==> src/hw/rtl/nlcc_pkg.sv <==
// shared types and constants of the nearest lab color classifier
package nlcc_pkg;

  localparam int unsigned IDX_W  = 4;
  localparam int unsigned L_W    = 7;
  localparam int unsigned AB_W   = 8;
  localparam int unsigned DIST_W = 18;
  localparam int unsigned SQ_W   = 16;
  localparam int unsigned COLOR_W = L_W + 2 * AB_W;

  typedef enum logic {
    OP_WRITE = 1'b0,
    OP_QUERY = 1'b1
  } opcode_e;

  typedef enum logic [1:0] {
    ST_IDLE,
    ST_SCAN,
    ST_DRAIN,
    ST_DONE
  } state_e;

  typedef struct packed {
    logic                   is_query;
    logic                   slot_ok;
    logic [IDX_W-1:0]       index;
    logic                   entry_valid;
    logic [L_W-1:0]         lightness;
    logic signed [AB_W-1:0] green_red;
    logic signed [AB_W-1:0] blue_yellow;
  } cmd_t;

  typedef struct packed {
    logic [IDX_W-1:0]  index;
    logic [DIST_W-1:0] distance;
    logic              empty;
  } res_t;

endpackage

==> src/hw/rtl/nearest_lab_color_classifier_top.sv <==
// top level of the nearest lab color classifier
//
// input queue: an item is taken at a clock edge with push_i high and full_o
// low. opcode_i low writes entry_index_i with the color and entry_valid_i,
// opcode_i high queries the nearest valid entry to the given sample.
// result queue: while empty_o is low the oldest result is on the result
// ports; it is taken at a clock edge with pop_i high. only queries give a
// result. ties go to the lower entry index; table_empty_o flags a query that
// found no valid entry, with index and distance zero.
// a two-entry command queue sits in front of the table engine, so inputs
// are taken while the engine works or a result waits.
// a write is handled in the engine's idle state. a query occupies the engine
// for a scan with one table read per cycle through the single read port of
// the color ram, a read, square and compare pipeline, and a load of the
// result register.
// reset clears all valid bits and both queues; colors need no clearing.
// if the receiver stalls, the finished query holds in the engine and the
// command queue fills, after which full_o stays high.
module nearest_lab_color_classifier_top #(
  parameter int unsigned ENTRIES = 16
) (
  input  logic                              clk_i,
  input  logic                              rst_ni,
  input  logic                              push_i,
  output logic                              full_o,
  input  logic                              opcode_i,
  input  logic [nlcc_pkg::IDX_W-1:0]        entry_index_i,
  input  logic                              entry_valid_i,
  input  logic [nlcc_pkg::L_W-1:0]          lightness_i,
  input  logic signed [nlcc_pkg::AB_W-1:0]  green_red_i,
  input  logic signed [nlcc_pkg::AB_W-1:0]  blue_yellow_i,
  output logic                              empty_o,
  input  logic                              pop_i,
  output logic [nlcc_pkg::IDX_W-1:0]        nearest_index_o,
  output logic [nlcc_pkg::DIST_W-1:0]       nearest_distance_o,
  output logic                              table_empty_o
);

  logic           cmd_valid, cmd_take;
  nlcc_pkg::cmd_t cmd;

  nlcc_front #(
    .ENTRIES(ENTRIES)
  ) u_front (
    .clk_i        (clk_i),
    .rst_ni       (rst_ni),
    .push_i       (push_i),
    .full_o       (full_o),
    .opcode_i     (opcode_i),
    .entry_index_i(entry_index_i),
    .entry_valid_i(entry_valid_i),
    .lightness_i  (lightness_i),
    .green_red_i  (green_red_i),
    .blue_yellow_i(blue_yellow_i),
    .cmd_valid_o  (cmd_valid),
    .cmd_o        (cmd),
    .cmd_take_i   (cmd_take)
  );

  nlcc_back #(
    .ENTRIES(ENTRIES)
  ) u_back (
    .clk_i             (clk_i),
    .rst_ni            (rst_ni),
    .cmd_valid_i       (cmd_valid),
    .cmd_i             (cmd),
    .cmd_take_o        (cmd_take),
    .empty_o           (empty_o),
    .pop_i             (pop_i),
    .nearest_index_o   (nearest_index_o),
    .nearest_distance_o(nearest_distance_o),
    .table_empty_o     (table_empty_o)
  );

endmodule

==> src/hw/rtl/nlcc_ram.sv <==
// generic simple dual-port ram with registered read
module nlcc_ram #(
  parameter int unsigned WIDTH = 8,
  parameter int unsigned DEPTH = 16
) (
  input  logic                                    clk_i,
  input  logic                                    we_i,
  input  logic [(DEPTH > 1 ? $clog2(DEPTH) : 1)-1:0] waddr_i,
  input  logic [WIDTH-1:0]                        wdata_i,
  input  logic [(DEPTH > 1 ? $clog2(DEPTH) : 1)-1:0] raddr_i,
  output logic [WIDTH-1:0]                        rdata_o
);

  logic [WIDTH-1:0] mem_q [DEPTH];
  logic [WIDTH-1:0] rdata_q;

  always_ff @(posedge clk_i) begin
    if (we_i) begin
      mem_q[waddr_i] <= wdata_i;
    end
    rdata_q <= mem_q[raddr_i];
  end

  assign rdata_o = rdata_q;

endmodule

==> src/hw/rtl/nlcc_front.sv <==
// front end: input beat decode and two-entry command queue
module nlcc_front #(
  parameter int unsigned ENTRIES = 16
) (
  input  logic                                 clk_i,
  input  logic                                 rst_ni,
  input  logic                                 push_i,
  output logic                                 full_o,
  input  logic                                 opcode_i,
  input  logic [nlcc_pkg::IDX_W-1:0]           entry_index_i,
  input  logic                                 entry_valid_i,
  input  logic [nlcc_pkg::L_W-1:0]             lightness_i,
  input  logic signed [nlcc_pkg::AB_W-1:0]     green_red_i,
  input  logic signed [nlcc_pkg::AB_W-1:0]     blue_yellow_i,
  output logic                                 cmd_valid_o,
  output nlcc_pkg::cmd_t                       cmd_o,
  input  logic                                 cmd_take_i
);

  nlcc_pkg::cmd_t fifo_q [2];
  nlcc_pkg::cmd_t cmd_in;
  logic           wptr_q, wptr_d, rptr_q, rptr_d;
  logic [1:0]     count_q, count_d;
  logic           do_push, do_pop;

  always_comb begin
    cmd_in.is_query    = (opcode_i == nlcc_pkg::OP_QUERY);
    cmd_in.slot_ok     = (32'(entry_index_i) < 32'(ENTRIES));
    cmd_in.index       = entry_index_i;
    cmd_in.entry_valid = entry_valid_i;
    cmd_in.lightness   = lightness_i;
    cmd_in.green_red   = green_red_i;
    cmd_in.blue_yellow = blue_yellow_i;
  end

  assign full_o      = (count_q == 2'd2);
  assign cmd_valid_o = (count_q != 2'd0);
  assign cmd_o       = fifo_q[rptr_q];
  assign do_push     = push_i && !full_o;
  assign do_pop      = cmd_take_i && cmd_valid_o;

  always_comb begin
    wptr_d  = do_push ? !wptr_q : wptr_q;
    rptr_d  = do_pop ? !rptr_q : rptr_q;
    count_d = count_q + 2'(do_push) - 2'(do_pop);
  end

  always_ff @(posedge clk_i or negedge rst_ni) begin
    if (!rst_ni) begin
      wptr_q  <= 1'b0;
      rptr_q  <= 1'b0;
      count_q <= 2'd0;
    end else begin
      wptr_q  <= wptr_d;
      rptr_q  <= rptr_d;
      count_q <= count_d;
    end
  end

  always_ff @(posedge clk_i) begin
    if (do_push) begin
      fifo_q[wptr_q] <= cmd_in;
    end
  end

endmodule

==> src/hw/rtl/nlcc_back.sv <==
// back end: table update, nearest entry scan and result register
module nlcc_back #(
  parameter int unsigned ENTRIES = 16
) (
  input  logic                              clk_i,
  input  logic                              rst_ni,
  input  logic                              cmd_valid_i,
  input  nlcc_pkg::cmd_t                    cmd_i,
  output logic                              cmd_take_o,
  output logic                              empty_o,
  input  logic                              pop_i,
  output logic [nlcc_pkg::IDX_W-1:0]        nearest_index_o,
  output logic [nlcc_pkg::DIST_W-1:0]       nearest_distance_o,
  output logic                              table_empty_o
);

  localparam int unsigned IW = (ENTRIES > 1) ? $clog2(ENTRIES) : 1;
  localparam logic [IW-1:0] LAST = IW'(ENTRIES - 1);

  nlcc_pkg::state_e state_q, state_d;

  logic [ENTRIES-1:0] valid_q;
  logic [IW-1:0]      cnt_q, cnt_d;
  nlcc_pkg::cmd_t     smp_q;

  logic                        ram_we;
  logic [nlcc_pkg::COLOR_W-1:0] ram_wdata, ram_rdata;
  logic                        start, issue, load_out;

  logic          s1_vld_q, s1_ok_q;
  logic [IW-1:0] s1_idx_q;
  logic          s2_vld_q, s2_ok_q;
  logic [IW-1:0] s2_idx_q;
  logic [nlcc_pkg::SQ_W-1:0] sq_l_q, sq_a_q, sq_b_q;
  logic [nlcc_pkg::SQ_W-1:0] sq_l_d, sq_a_d, sq_b_d;

  logic                          found_q;
  logic [IW-1:0]                 best_idx_q;
  logic [nlcc_pkg::DIST_W-1:0]   best_dist_q, sum;
  logic                          take_best;

  logic           out_vld_q;
  nlcc_pkg::res_t out_q, out_d;

  logic [nlcc_pkg::L_W-1:0]     ref_l;
  logic signed [nlcc_pkg::AB_W-1:0] ref_a, ref_b;
  logic signed [8:0]  dl, da, db;
  logic signed [17:0] pl, pa, pb;

  assign ram_wdata = {cmd_i.lightness, cmd_i.green_red, cmd_i.blue_yellow};

  nlcc_ram #(
    .WIDTH(nlcc_pkg::COLOR_W),
    .DEPTH(ENTRIES)
  ) u_color_ram (
    .clk_i  (clk_i),
    .we_i   (ram_we),
    .waddr_i(IW'(cmd_i.index)),
    .wdata_i(ram_wdata),
    .raddr_i(cnt_q),
    .rdata_o(ram_rdata)
  );

  // next state
  always_comb begin
    state_d = state_q;
    case (state_q)
      nlcc_pkg::ST_IDLE: begin
        if (cmd_valid_i && cmd_i.is_query) begin
          state_d = nlcc_pkg::ST_SCAN;
        end
      end
      nlcc_pkg::ST_SCAN: begin
        if (cnt_q == LAST) begin
          state_d = nlcc_pkg::ST_DRAIN;
        end
      end
      nlcc_pkg::ST_DRAIN: begin
        if (!s1_vld_q && !s2_vld_q) begin
          state_d = nlcc_pkg::ST_DONE;
        end
      end
      nlcc_pkg::ST_DONE: begin
        if (!out_vld_q || pop_i) begin
          state_d = nlcc_pkg::ST_IDLE;
        end
      end
      default: state_d = nlcc_pkg::ST_IDLE;
    endcase
  end

  // outputs of the sequencer
  always_comb begin
    cmd_take_o = 1'b0;
    ram_we     = 1'b0;
    start      = 1'b0;
    issue      = 1'b0;
    load_out   = 1'b0;
    case (state_q)
      nlcc_pkg::ST_IDLE: begin
        cmd_take_o = cmd_valid_i;
        ram_we     = cmd_valid_i && !cmd_i.is_query && cmd_i.slot_ok;
        start      = cmd_valid_i && cmd_i.is_query;
      end
      nlcc_pkg::ST_SCAN: begin
        issue = 1'b1;
      end
      nlcc_pkg::ST_DRAIN: begin
      end
      nlcc_pkg::ST_DONE: begin
        load_out = !out_vld_q || pop_i;
      end
      default: begin
      end
    endcase
  end

  always_comb begin
    cnt_d = cnt_q;
    if (start) begin
      cnt_d = '0;
    end else if (issue && cnt_q != LAST) begin
      cnt_d = cnt_q + 1'b1;
    end
  end

  // squared terms of the distance of the entry read in the previous cycle
  always_comb begin
    {ref_l, ref_a, ref_b} = ram_rdata;
    dl = $signed({2'b00, smp_q.lightness}) - $signed({2'b00, ref_l});
    da = 9'(smp_q.green_red) - 9'(ref_a);
    db = 9'(smp_q.blue_yellow) - 9'(ref_b);
    pl = dl * dl;
    pa = da * da;
    pb = db * db;
    sq_l_d = pl[nlcc_pkg::SQ_W-1:0];
    sq_a_d = pa[nlcc_pkg::SQ_W-1:0];
    sq_b_d = pb[nlcc_pkg::SQ_W-1:0];
  end

  assign sum = nlcc_pkg::DIST_W'(sq_l_q) + nlcc_pkg::DIST_W'(sq_a_q)
             + nlcc_pkg::DIST_W'(sq_b_q);
  assign take_best = s2_vld_q && s2_ok_q && (!found_q || sum < best_dist_q);

  always_comb begin
    out_d.index    = found_q ? nlcc_pkg::IDX_W'(best_idx_q) : '0;
    out_d.distance = found_q ? best_dist_q : '0;
    out_d.empty    = !found_q;
  end

  always_ff @(posedge clk_i or negedge rst_ni) begin
    if (!rst_ni) begin
      state_q   <= nlcc_pkg::ST_IDLE;
      valid_q   <= '0;
      cnt_q     <= '0;
      s1_vld_q  <= 1'b0;
      s2_vld_q  <= 1'b0;
      found_q   <= 1'b0;
      out_vld_q <= 1'b0;
    end else begin
      state_q  <= state_d;
      cnt_q    <= cnt_d;
      s1_vld_q <= issue;
      s2_vld_q <= s1_vld_q;
      if (ram_we) begin
        valid_q[IW'(cmd_i.index)] <= cmd_i.entry_valid;
      end
      if (start) begin
        found_q <= 1'b0;
      end else if (take_best) begin
        found_q <= 1'b1;
      end
      if (load_out) begin
        out_vld_q <= 1'b1;
      end else if (pop_i) begin
        out_vld_q <= 1'b0;
      end
    end
  end

  always_ff @(posedge clk_i) begin
    if (start) begin
      smp_q <= cmd_i;
    end
    s1_ok_q  <= valid_q[cnt_q];
    s1_idx_q <= cnt_q;
    s2_ok_q  <= s1_ok_q;
    s2_idx_q <= s1_idx_q;
    sq_l_q   <= sq_l_d;
    sq_a_q   <= sq_a_d;
    sq_b_q   <= sq_b_d;
    if (take_best) begin
      best_idx_q  <= s2_idx_q;
      best_dist_q <= sum;
    end
    if (load_out) begin
      out_q <= out_d;
    end
  end

  assign empty_o            = !out_vld_q;
  assign nearest_index_o    = out_q.index;
  assign nearest_distance_o = out_q.distance;
  assign table_empty_o      = out_q.empty;

endmodule
==> config.mk <==
export PLATFORM = sky130hd
export DESIGN_NAME = nearest_lab_color_classifier_top
export DESIGN_NICKNAME = d
export VERILOG_FILES = /design/src/hw/rtl/nlcc_pkg.sv /design/src/hw/rtl/nearest_lab_color_classifier_top.sv /design/src/hw/rtl/nlcc_ram.sv /design/src/hw/rtl/nlcc_front.sv /design/src/hw/rtl/nlcc_back.sv
export SDC_FILE = /design/constraint.sdc
export NUM_CORES = 1
export LEC_CHECK = 0
export BUFFER_PORTS_ARGS = -buffer_cell sky130_fd_sc_hd__clkbuf_2
export CORE_MARGIN = 4
export CORE_UTILIZATION = 50
export DETAILED_ROUTE_END_ITERATION = 8
export HOLD_SLACK_MARGIN = 0.02
export PLACE_DENSITY = 0.66
export SKIP_CTS_REPAIR_TIMING = 1
export SYNTH_ARGS = -nofsm -noshare
export SYNTH_HDL_FRONTEND = slang
export SYNTH_SLANG_ARGS = --single-unit
==> constraint.sdc <==
create_clock -name clk_i -period 14.15 [get_ports clk_i]
set_clock_uncertainty 0.15 [all_clocks]
set_input_delay 0 -clock clk_i [delete_from_list [all_inputs] [get_ports clk_i]]
set_output_delay 0 -clock clk_i [all_outputs]
set_load 0.1 [all_outputs]
After elaboration in Yosys (flattened, before gate mapping)
Memories as Yosys holds them, arrays and structs flattened. A register that Yosys moved wholly into a read port is not among the register bits.
Cells that the tools add are included.
{"block": "word_totals", "regBits": 156, "ram_bits": 426, "inputBits": 33, "output_inout_bits": 25, "elab_cells": 103, "mem_count": 2}
{"memory": "u_back.u_color_ram.mem_q", "words": 16, "width": 23, "read_ports": 1, "rd_ports_with_merged_regs": 1, "write_ports": 1, "line_no": "nlcc_ram.sv:14", "source": "logic [WIDTH-1:0] mem_q [DEPTH];"}
{"memory": "u_front.fifo_q", "words": 2, "width": 29, "read_ports": 1, "rd_ports_with_merged_regs": 0, "write_ports": 1, "line_no": "nlcc_front.sv:20", "source": "nlcc_pkg::cmd_t fifo_q [2];"}
{"block": "op_classes", "add_sub_neg": 8, "mul": 3, "n_lt_le_gt_ge": 4, "eq_ne": 10, "muxes": 25, "n_reduce_logical": 26}
{"op": "multiplier 9 x 9 -> 16 bit", "n": 2}
{"op": "adder 18 x 16 -> 18 bit", "n": 1}
{"op": "< comparator 18 bit", "n": 1}
{"op": "subtractor 8 x 8 -> 9 bit", "n": 2}
{"op": "adder 16 x 16 -> 17 bit", "n": 1}
{"op": "bitwise mux 16 bit", "n": 1}
{"op": "multiplier 8 x 8 -> 16 bit", "n": 1}
{"op": "2-to-1 mux 1 bit", "n": 15}
{"op": "< comparator 4 x 5 -> 1 bit, second input constant", "n": 2}
{"op": "logical AND 1 bit", "n": 9}
{"op": "zero test 1 bit", "n": 8}
{"op": "2-to-1 mux 2 bit", "n": 4}
{"op": "2-to-1 mux 4 bit", "n": 2}
{"op": "inequality test 2 x 1 -> 1 bit, second input constant", "n": 4}
{"op": "one-hot mux 2 bit (4 select lines)", "n": 1}
{"op": "nonzero test 2 bit", "n": 4}
{"op": "subtractor 7 x 7 -> 8 bit", "n": 1}
{"op": "== test 2 bit, second input constant", "n": 3}
{"op": "adder 4 x 1 -> 4 bit, second input constant", "n": 1}
{"op": "binary-select mux 1 bit (select 4 bit)", "n": 1}
{"op": "demux 1 bit (select 4 bit)", "n": 1}
{"op": "== test 4 bit, second input constant", "n": 1}
{"op": "greater-or-equal comparator 4 x 1 -> 1 bit, second input constant", "n": 1}
{"op": "inequality test 4 bit, second input constant", "n": 1}
{"op": "7 further kinds", "n": 8}

Depth between registers and ports, before layout
Gate-level depths: netlist (run 1).
{"block": "logic_depth", "depth_word": 7, "depth_mapped": 29, "depth_no_buf": 29}

Hierarchy
Synthesis (run 1) repeated with hierarchy kept, for this count alone.
{"block": "hier_totals", "cells_unflattened": 2022, "area_unflattened_um2": 30137.7}
{"module": "nlcc_ram", "n_inst": 1, "cells_per_inst": 608, "area_per_inst_um2": 14308.7, "seq_area_each_um2": 11511.0}
{"module": "nlcc_back", "n_inst": 1, "cells_per_inst": 1304, "area_per_inst_um2": 13521.7, "seq_area_each_um2": 3793.6}
{"module": "nlcc_front", "n_inst": 1, "cells_per_inst": 110, "area_per_inst_um2": 2307.2, "seq_area_each_um2": 1841.8}

Worst setup path before layout (run 1)
No wires, ideal clock.
{"block": "synth_timing", "path_type": "register to register", "startpoint": "reg u_back.sq_a_q[2] in the netlist's numbering", "endpoint": "reg u_back.best_dist_q[0] in the netlist's numbering (enable)", "setup_ns": 0.435, "arrival_ns": 5.492, "t_required_ns": 13.565, "path_slack_ns": 8.073, "stages_incl_launch_ff": 25, "n_path_buf": 0, "period_less_slack_ns": 6.077, "cell_sequence": "dfxtp_1 ha_1 inv_1 fa_1 nor2b_1 o31a_1 nor3_2 nor2_1 o21ai_0 nand2b_1 xor2_1 ha_1 nand3_1 nor2_1 o21a_1 o311a_1 o21a_1 nor2_2 xnor2_1 ha_1 a21o_1 a21o_1 a21oi_1 o21ai_0 a211oi_1"}
{"block": "synth_between", "elab_chain_len": 5}
{"element": "start: declaration", "line_no": "nlcc_back.sv:34", "source": "logic [nlcc_pkg::SQ_W-1:0] sq_l_q, sq_a_q, sq_b_q;"}
{"element": "start signal: assignment", "line_no": "nlcc_back.sv:190", "source": "sq_a_q <= sq_a_d;"}
{"element": "adder 16 x 16 -> 17 bit", "line_no": "nlcc_back.sv:141", "source": "assign sum = nlcc_pkg::DIST_W'(sq_l_q) + nlcc_pkg::DIST_W'(sq_a_q)"}
{"element": "adder 18 x 16 -> 18 bit", "line_no": "nlcc_back.sv:142", "source": "+ nlcc_pkg::DIST_W'(sq_b_q);"}
{"element": "named net u_back.sum (one bit)", "line_no": "nlcc_back.sv:39", "source": "logic [nlcc_pkg::DIST_W-1:0] best_dist_q, sum;"}
{"element": "< comparator 18 bit", "line_no": "nlcc_back.sv:143", "source": "assign take_best = s2_vld_q && s2_ok_q && (!found_q || sum < best_dist_q);"}
{"element": "logical OR 1 bit", "line_no": "nlcc_back.sv:143"}
{"element": "logical AND 1 bit", "line_no": "nlcc_back.sv:143"}
{"element": "named net u_back.take_best", "line_no": "nlcc_back.sv:40", "source": "logic take_best;"}
{"element": "end signal: assignment", "line_no": "nlcc_back.sv:194", "source": "best_dist_q <= sum;"}
{"element": "end: declaration", "line_no": "nlcc_back.sv:39"}
The timed path passes the listed nets, and every way through them passes these cells.
A chain may end at the register's enable or synchronous reset.

Final worst setup path (run 1)
{"block": "layout_timing", "startpoint": "reg u_back.smp_q[0] in the netlist's numbering", "endpoint": "reg u_back.sq_b_q[15] in the netlist's numbering"}
{"block": "layout_between", "elab_chain_len": 2}
{"element": "start: declaration", "line_no": "nlcc_back.sv:24", "source": "nlcc_pkg::cmd_t smp_q;"}
{"element": "start signal: assignment", "line_no": "nlcc_back.sv:183", "source": "smp_q <= cmd_i;"}
{"element": "subtractor 8 x 8 -> 9 bit", "line_no": "nlcc_back.sv:132", "source": "db = 9'(smp_q.blue_yellow) - 9'(ref_b);"}
{"element": "multiplier 9 x 9 -> 16 bit", "line_no": "nlcc_back.sv:135", "source": "pb = db * db;"}
{"element": "named net u_back.pb[15]", "line_no": "nlcc_back.sv:48", "source": "logic signed [17:0] pl, pa, pb;"}
{"element": "end signal: assignment", "line_no": "nlcc_back.sv:191", "source": "sq_b_q <= sq_b_d;"}
{"element": "end: declaration", "line_no": "nlcc_back.sv:34"}
The timed path passes the listed nets, and every way through them passes these cells.

==> results by group, run 1 <==
Cells and area
  – Layout cell share with drive strength beyond 1: 0.168
  – Multi-input logic area: 12100 um2
  – Fillers: approximately 4700
  – Final core utilization: 0.571
  – Commonest non-fill, non-tap cell in the layout: edfxtp_1
  – Register area: 17200 um2
  – Total Nets Final: ~2600
  – Synth-to-layout area growth: 13.0%
  – Post-layout instance count excluding filler cells: slightly above 3000
  – Most frequent cells in the layout: 494 x edfxtp_1, 285 x inv_1, 170 x ha_1, 154 x fa_1, 135 x nor2_1
  – Ant. Diodes: 0

Run
  – Max-cap viol count: 0

Setup path
  – Crit path required time: 14.49 ns
  – Setup crit end kind: register
  – Maximum fanout along the worst path: 11
  – Worst setup SP type: register
  – Arr. time, crit path: 7.32 ns
  – FF-to-FF setup slack: about 7.2 ns
  – Critical path class: reg -> reg

CTS
  – TritonCTS clock tree: done
  – CTS Buf Count: 60
  – Worst-path clk slew: around 0.06 ns
  – Clock tree sinks: 602
  – H-tree Lvls: 2
  – Clock Latency Late Sink: 0.66 ns
  – Worst-case clock buffer depth: 3
  – Root buffer cell: clkbuf_16

Detailed routing
  – DRC Markers: 0
  – DRT antenna net count: 0
  – Starting DRT DRC Count: 1200
  – Routed WL per cell: around 20 um
  – Via count of the routed design: 16600
  – First-pass DRT Iterations: 7
  – Via density: 5.45
  – Final WL: 62600 um

Synthesis
  – Syn_nets: 2415
  – Main synth FF type: edfxtp_1
  – Distinct cells, synth: 64
  – Syn. warnings: 0
  – FFs w/ async S/R, synth: 0.0498
  – Number of synthesized flops with an enable pin: 494
  – Synthesized area: 30500 um2
  – Synthesized instance count: 2058
  – Seq/Total Area, Yosys: 0.562
  – Mean Syn Cell Area: 14.8 um2
  – Flops & latches, synth: 602

Place
  – Placed insts: 2875
  – Port bufs: 57
  – Gpl congestion: 0.823
  – HPWL Detailed: 40500 um

STA
  – Minimum clock period: 6.97 ns
  – Pins over their slew limit: 0
  – Final period util: 0.493
  – Fmax: 143 MHz
  – RSZ-0062 raised after global routing: no
  – Worst slew margin: 0.283
  – Hold Vio Cnt, Final: 0
  – Final setup TNS: 0 ns
  – Worst hold slack: 0.114 ns
  – Final setup viols: 0
  – Worst-Margin Slew: 1.07 ns

Status
  – Outcome: complete, no violations

Hold path
  – Hold Path Class: in -> reg

Floorplan
  – Die H: 255 um
  – Core ar.: 60400 um2
  – Starting Density: 0.505
  – Die area: 65000 um2
  – Cell Rows: 90
  – Io pins: 58
  – Die X: ~250 um

GRT
  – Pin count of the biggest net entering global routing: 53
  – Initial antenna violation count: 1
  – First-pass GRT wire length: 98800 um
  – Number of global-route vias before repair: 17400
  – Total track usage: 0.198
  – Grt total ovfl: 0
==> worst paths after layout <==
kind / cells after the start / start / endpoint
max reg2reg: 25 / u_back.smp_q[0]$_DFFE_PP_ / u_back.sq_b_q[15]$_DFF_P_
max in group asynchronous: 4 / rst_ni / u_back.cnt_q[2]$_DFFE_PN0P_
min: 5 / pop_i / u_back.out_vld_q$_DFFE_PN0P_
min in group asynchronous: 4 / rst_ni / u_back.valid_q[13]$_DFFE_PN0P_
min reg2reg: 0 / u_back.s1_idx_q[2]$_DFF_P_ / u_back.s2_idx_q[2]$_DFF_P_
max: 25 / u_back.smp_q[0]$_DFFE_PP_ / u_back.sq_b_q[15]$_DFF_P_
==> kinds of logic after synthesis <==
logic type	Yosys count	share of synthesized area
DFF	602	0.562
buffers and inverters	343	0.0440
and+or+nand+nor	343	0.0493
adders and majority gates	324	0.171
AOI/OAI and AO/OA	186	0.0403
muxes	164	0.105
xor gates and xnor gates	96	0.0283
==> per-layer routing <==
layer	GRT usage	vias to the layer above	part of all wire	routed length, um
met2	0.344	389	0.51	31700
li1	-	7611	-	-
met5	0	-	0	0
met4	0.0514	0	0.024	1510
met1	0.264	8529	0.42	26500
met3	0.0310	93	0.046	2870
==> final cells by class <==
cell class / count / area share
Sequential cell: 602 / 0.498
Multi-Input combinational cell: 1113 / 0.350
Clock buffer: 87 / 0.0480
Inverter: 297 / 0.0324
Timing Repair Buffer: 144 / 0.0321
Tap cell: 782 / 0.0284
Clock inverter: 27 / 0.0110
==> critical path, stage by stage, from the launching register on <==
cell and delay (ns):
edfxtp_1 0.32, inv_1 0.04, ha_1 0.19, fa_1 0.40, nand2b_1 0.18, a21oi_1 0.18, o31a_1 0.18, a2bb2oi_1 0.78
inv_2 0.15, nand2_1 0.25, fa_1 0.43, inv_1 0.09, fa_1 0.45, fa_1 0.51, fa_1 0.50, inv_1 0.05
fa_1 0.49, inv_1 0.05, ha_1 0.30, inv_1 0.08, nor2_1 0.05, nor2_1 0.15, o21ai_1 0.12, o41ai_1 0.45
o21ai_1 0.16, xnor2_1 0.15
==> cells in the mapped netlist, types with 3 or more instances <==
master | n | area, um2
a211oi_1 | 10 | 75.1
a21boi_0 | 3 | 22.5
a21boi_1 | 3 | 22.5
a21o_1 | 20 | 150
a21oi_1 | 42 | 210
a21oi_2 | 6 | 52.6
a31o_1 | 4 | 35.0
a31oi_1 | 7 | 43.8
and2_1 | 22 | 138
and3_1 | 6 | 37.5
buf_2 | 16 | 80.1
buf_6 | 4 | 45.0
clkbuf_1 | 25 | 93.8
dfrtp_1 | 30 | 751
dfxtp_1 | 78 | 1560
edfxtp_1 | 494 | 14800
fa_1 | 154 | 3080
ha_1 | 170 | 2130
inv_1 | 285 | 1070
inv_2 | 11 | 41.3
mux2_2 | 39 | 439
mux2i_1 | 3 | 30.0
mux4_2 | 120 | 2700
nand2_1 | 93 | 349
nand2b_1 | 12 | 75.1
nand3_1 | 9 | 45.0
nand4_1 | 4 | 25.0
nor2_1 | 153 | 574
nor2b_1 | 10 | 62.6
nor3_1 | 16 | 80.1
o211ai_1 | 5 | 37.5
o21a_1 | 13 | 97.6
o21ai_0 | 25 | 125
o21ai_1 | 17 | 85.1
o21bai_1 | 9 | 67.6
o31a_1 | 4 | 35.0
o31ai_1 | 3 | 22.5
or2_1 | 3 | 18.8
or2_2 | 6 | 37.5
or3_1 | 5 | 31.3
xnor2_1 | 79 | 692
xor2_1 | 14 | 123
==> through the flow <==
step           setup slack [ns]  instance area [um2]
2_1_floorplan              8.07                30500
3_3_place_gp               7.38                31800
3_5_place_dp               7.23                31800
4_1_cts                    7.21                33800
5_1_grt                    6.69                34400
6_report                   7.18                34400
==> registers in the layout (all words and copies together) (netlist names), 2 cells and up <==
signal / flops
u_back.nearest_distance_o: 18
u_front.fifo_q: 58
u_back.best_idx_q: 4
u_back.state_q: 2
u_back.best_dist_q: 18
u_front.count_q: 2
u_back.sq_b_q: 15
u_back.s2_idx_q: 4
u_back.sq_l_q: 15
u_back.s1_idx_q: 4
u_back.nearest_index_o: 4
u_back.sq_a_q: 15
u_back.u_color_ram.mem_q: 368
u_back.valid_q: 16
u_back.u_color_ram.rdata_o: 23
u_back.cnt_q: 4
u_back.smp_q: 23
Power of run 1 is left out: the tool's default activity adds up to more than one toggle a clock period on the data nets, which glitch-free logic cannot reach.
==> run 2, diff against run 1 <==
Settings changed: PLACE_DENSITY 0.66 to 0.68.
Clock period 14.15 ns to 5.8 ns, I/O delays scaled along.
==> run 2 against run 1 <==
The flow now finishes with violations (negative setup slack). Via count is 1.8% higher. Highest routed layer unchanged. Critical path type unchanged. Worst setup slack worse by 7.5 ns. Worst hold slack better by 0.014 ns. Register-to-register slack worse by 7.5 ns.
==> results by group, run 2 (synthesis results as in run 1) <==
STA
  – Hold Vio Cnt, Final: 0
  – Worst slew margin: 0.233
  – Minimum clock period: 6.10 ns
  – Final setup TNS: -0.637 ns
  – Final period util: 1.05
  – Pins over their slew limit: 0
  – Worst-Margin Slew: 1.15 ns
  – Final setup viols: 5
  – Setup ws final: -0.304 ns
  – Worst hold slack: 0.128 ns
  – Fmax: 164 MHz
  – RSZ-0062 raised after global routing: yes

Floorplan
  – Io pins: a little under 60
  – Die area: roughly 65000 um2
  – Core ar.: 60400 um2
  – Cell Rows: 90
  – Starting Density: 0.505
  – Die H: approximately 250 um
  – Die X: 255 um

Setup path
  – Maximum fanout along the worst path: 3
  – Setup crit end kind: register
  – FF-to-FF End: u_back.sq_a_q[14]$_DFF_P_
  – Critical path class: reg -> reg
  – Worst R2R Start: u_back.smp_q[8]$_DFFE_PP_
  – Depth of the worst register-to-register path: 24
  – CP startpoint: u_back.smp_q[8]$_DFFE_PP_
  – Worst setup endpoint: u_back.sq_a_q[14]$_DFF_P_
  – Arr. time, crit path: 6.48 ns
  – FF-to-FF setup slack: -0.30 ns
  – Worst setup SP type: register
  – Crit path required time: 6.18 ns

Cells and area
  – Final instance area: between 30000 and 40000 um2
  – Ant. Diodes: 0
  – Max reg flops: 368
  – Layout cell share with drive strength beyond 1: 0.259
  – Top flop regs: u_back.u_color_ram.mem_q x368, u_front.fifo_q x58
  – Total Nets Final: 2676
  – Most frequent cells in the layout: 494 x edfxtp_1, 258 x inv_1, 146 x ha_1, 139 x fa_1, 122 x nor2_1
  – Largest Register: u_back.u_color_ram.mem_q
  – Synth-to-layout area growth: 17.5%
  – Fillers: between 4000 and 5000
  – Commonest non-fill, non-tap cell in the layout: edfxtp_1

Place
  – Placed cell area: 32500 um2
  – HPWL Detailed: approximately 42000 um
  – Port bufs: 57
  – Gpl congestion: 0.826

GRT
  – Initial antenna violation count: 0
  – Number of global-route vias before repair: 17800
  – Total track usage: 0.197
  – First-pass GRT wire length: 98900 um
  – Pin count of the biggest net entering global routing: 52
  – Grt total ovfl: 0

Detailed routing
  – DRC Markers: 0
  – Via count of the routed design: about 17000
  – DRT antenna net count: 0
  – Starting DRT DRC Count: between 1000 and 1500
  – Final WL: 63800 um
  – Routed WL per cell: 20.3 um
  – First-pass DRT Iterations: 5
  – Via density: 5.37

CTS
  – CTS Buf Count: 60
  – Worst-case clock buffer depth: 3
  – H-tree Lvls: 2
  – Root buffer cell: clkbuf_16
  – Worst-path clk slew: 0.06 ns
  – Clock Latency Late Sink: between 0.6 and 0.7 ns
  – TritonCTS clock tree: done
  – Clock tree sinks: ~600

Status
  – Failing checks: negative setup slack
  – Outcome: finished with violations

Hold path
  – Hold Path Class: in -> reg

Run
  – Max-cap viol count: 0
==> run 2: cell type report <==
type	count	area [um2]	area share
flip-flops and latches	602	17200	0.479
multi-input cells	1113	12700	0.354
repair buffers	245	1880	0.0525
clock buffers	67	1540	0.0429
inverters	297	1120	0.0313
well taps	782	978	0.0273
clock inverters	43	470	0.0131
==> run 2: worst max-delay path, stage by stage, from the launching register on <==
cell	delay, ns
edfxtp_1	0.36
inv_1	0.07
ha_2	0.18
inv_2	0.04
fa_2	0.38
a211oi_2	0.23
o21bai_1	0.13
o21ai_1	0.15
a31o_1	0.24
nand2_2	0.09
fa_1	0.50
fa_1	0.53
inv_2	0.05
fa_1	0.50
fa_1	0.51
inv_2	0.04
fa_1	0.54
inv_2	0.04
ha_4	0.21
inv_2	0.05
o21bai_1	0.07
a2111o_1	0.43
a31o_1	0.23
a21oi_2	0.16
xnor2_1	0.13
==> run 2: worst min path at each step <==
stage / cells after the start / from / slack (ns) / to
after floorplan: 0 / rst_ni / -0.45 / u_back.cnt_q[0]$_DFFE_PN0P_
after global placement: 1 / rst_ni / -0.04 / u_front.wptr_q$_DFFE_PN0P_
after detailed placement: 1 / rst_ni / -0.01 / u_back.valid_q[10]$_DFFE_PN0P_
after CTS: 1 / rst_ni / -0.70 / u_back.valid_q[8]$_DFFE_PN0P_
after global routing: 4 / push_i / 0.16 / u_front.wptr_q$_DFFE_PN0P_
final: 5 / pop_i / 0.13 / u_back.out_vld_q$_DFFE_PN0P_
==> run 2: metal layers <==
metal  up-vias  part of all wire  routed length (um)  global-route usage
met2       427              0.51               32600               0.342
met4         0             0.020                1310              0.0491
met1      8611              0.42               26800               0.263
met3        76             0.049                3110              0.0309
li1       7801                 -                   -                   -
met5         -                 0                   0                   0
==> run 2: stage by stage <==
step                      utilization  setup WS [ns]  instances
after floorplan                     -        0.00785       2058
after global placement          0.539         -0.134       2965
after detailed placement        0.539         -0.186       2965
after CTS                       0.572         -0.234       3075
after global routing            0.594         -0.564       3149
final                           0.594         -0.304       3149
Power of run 2 is left out for the same reason.
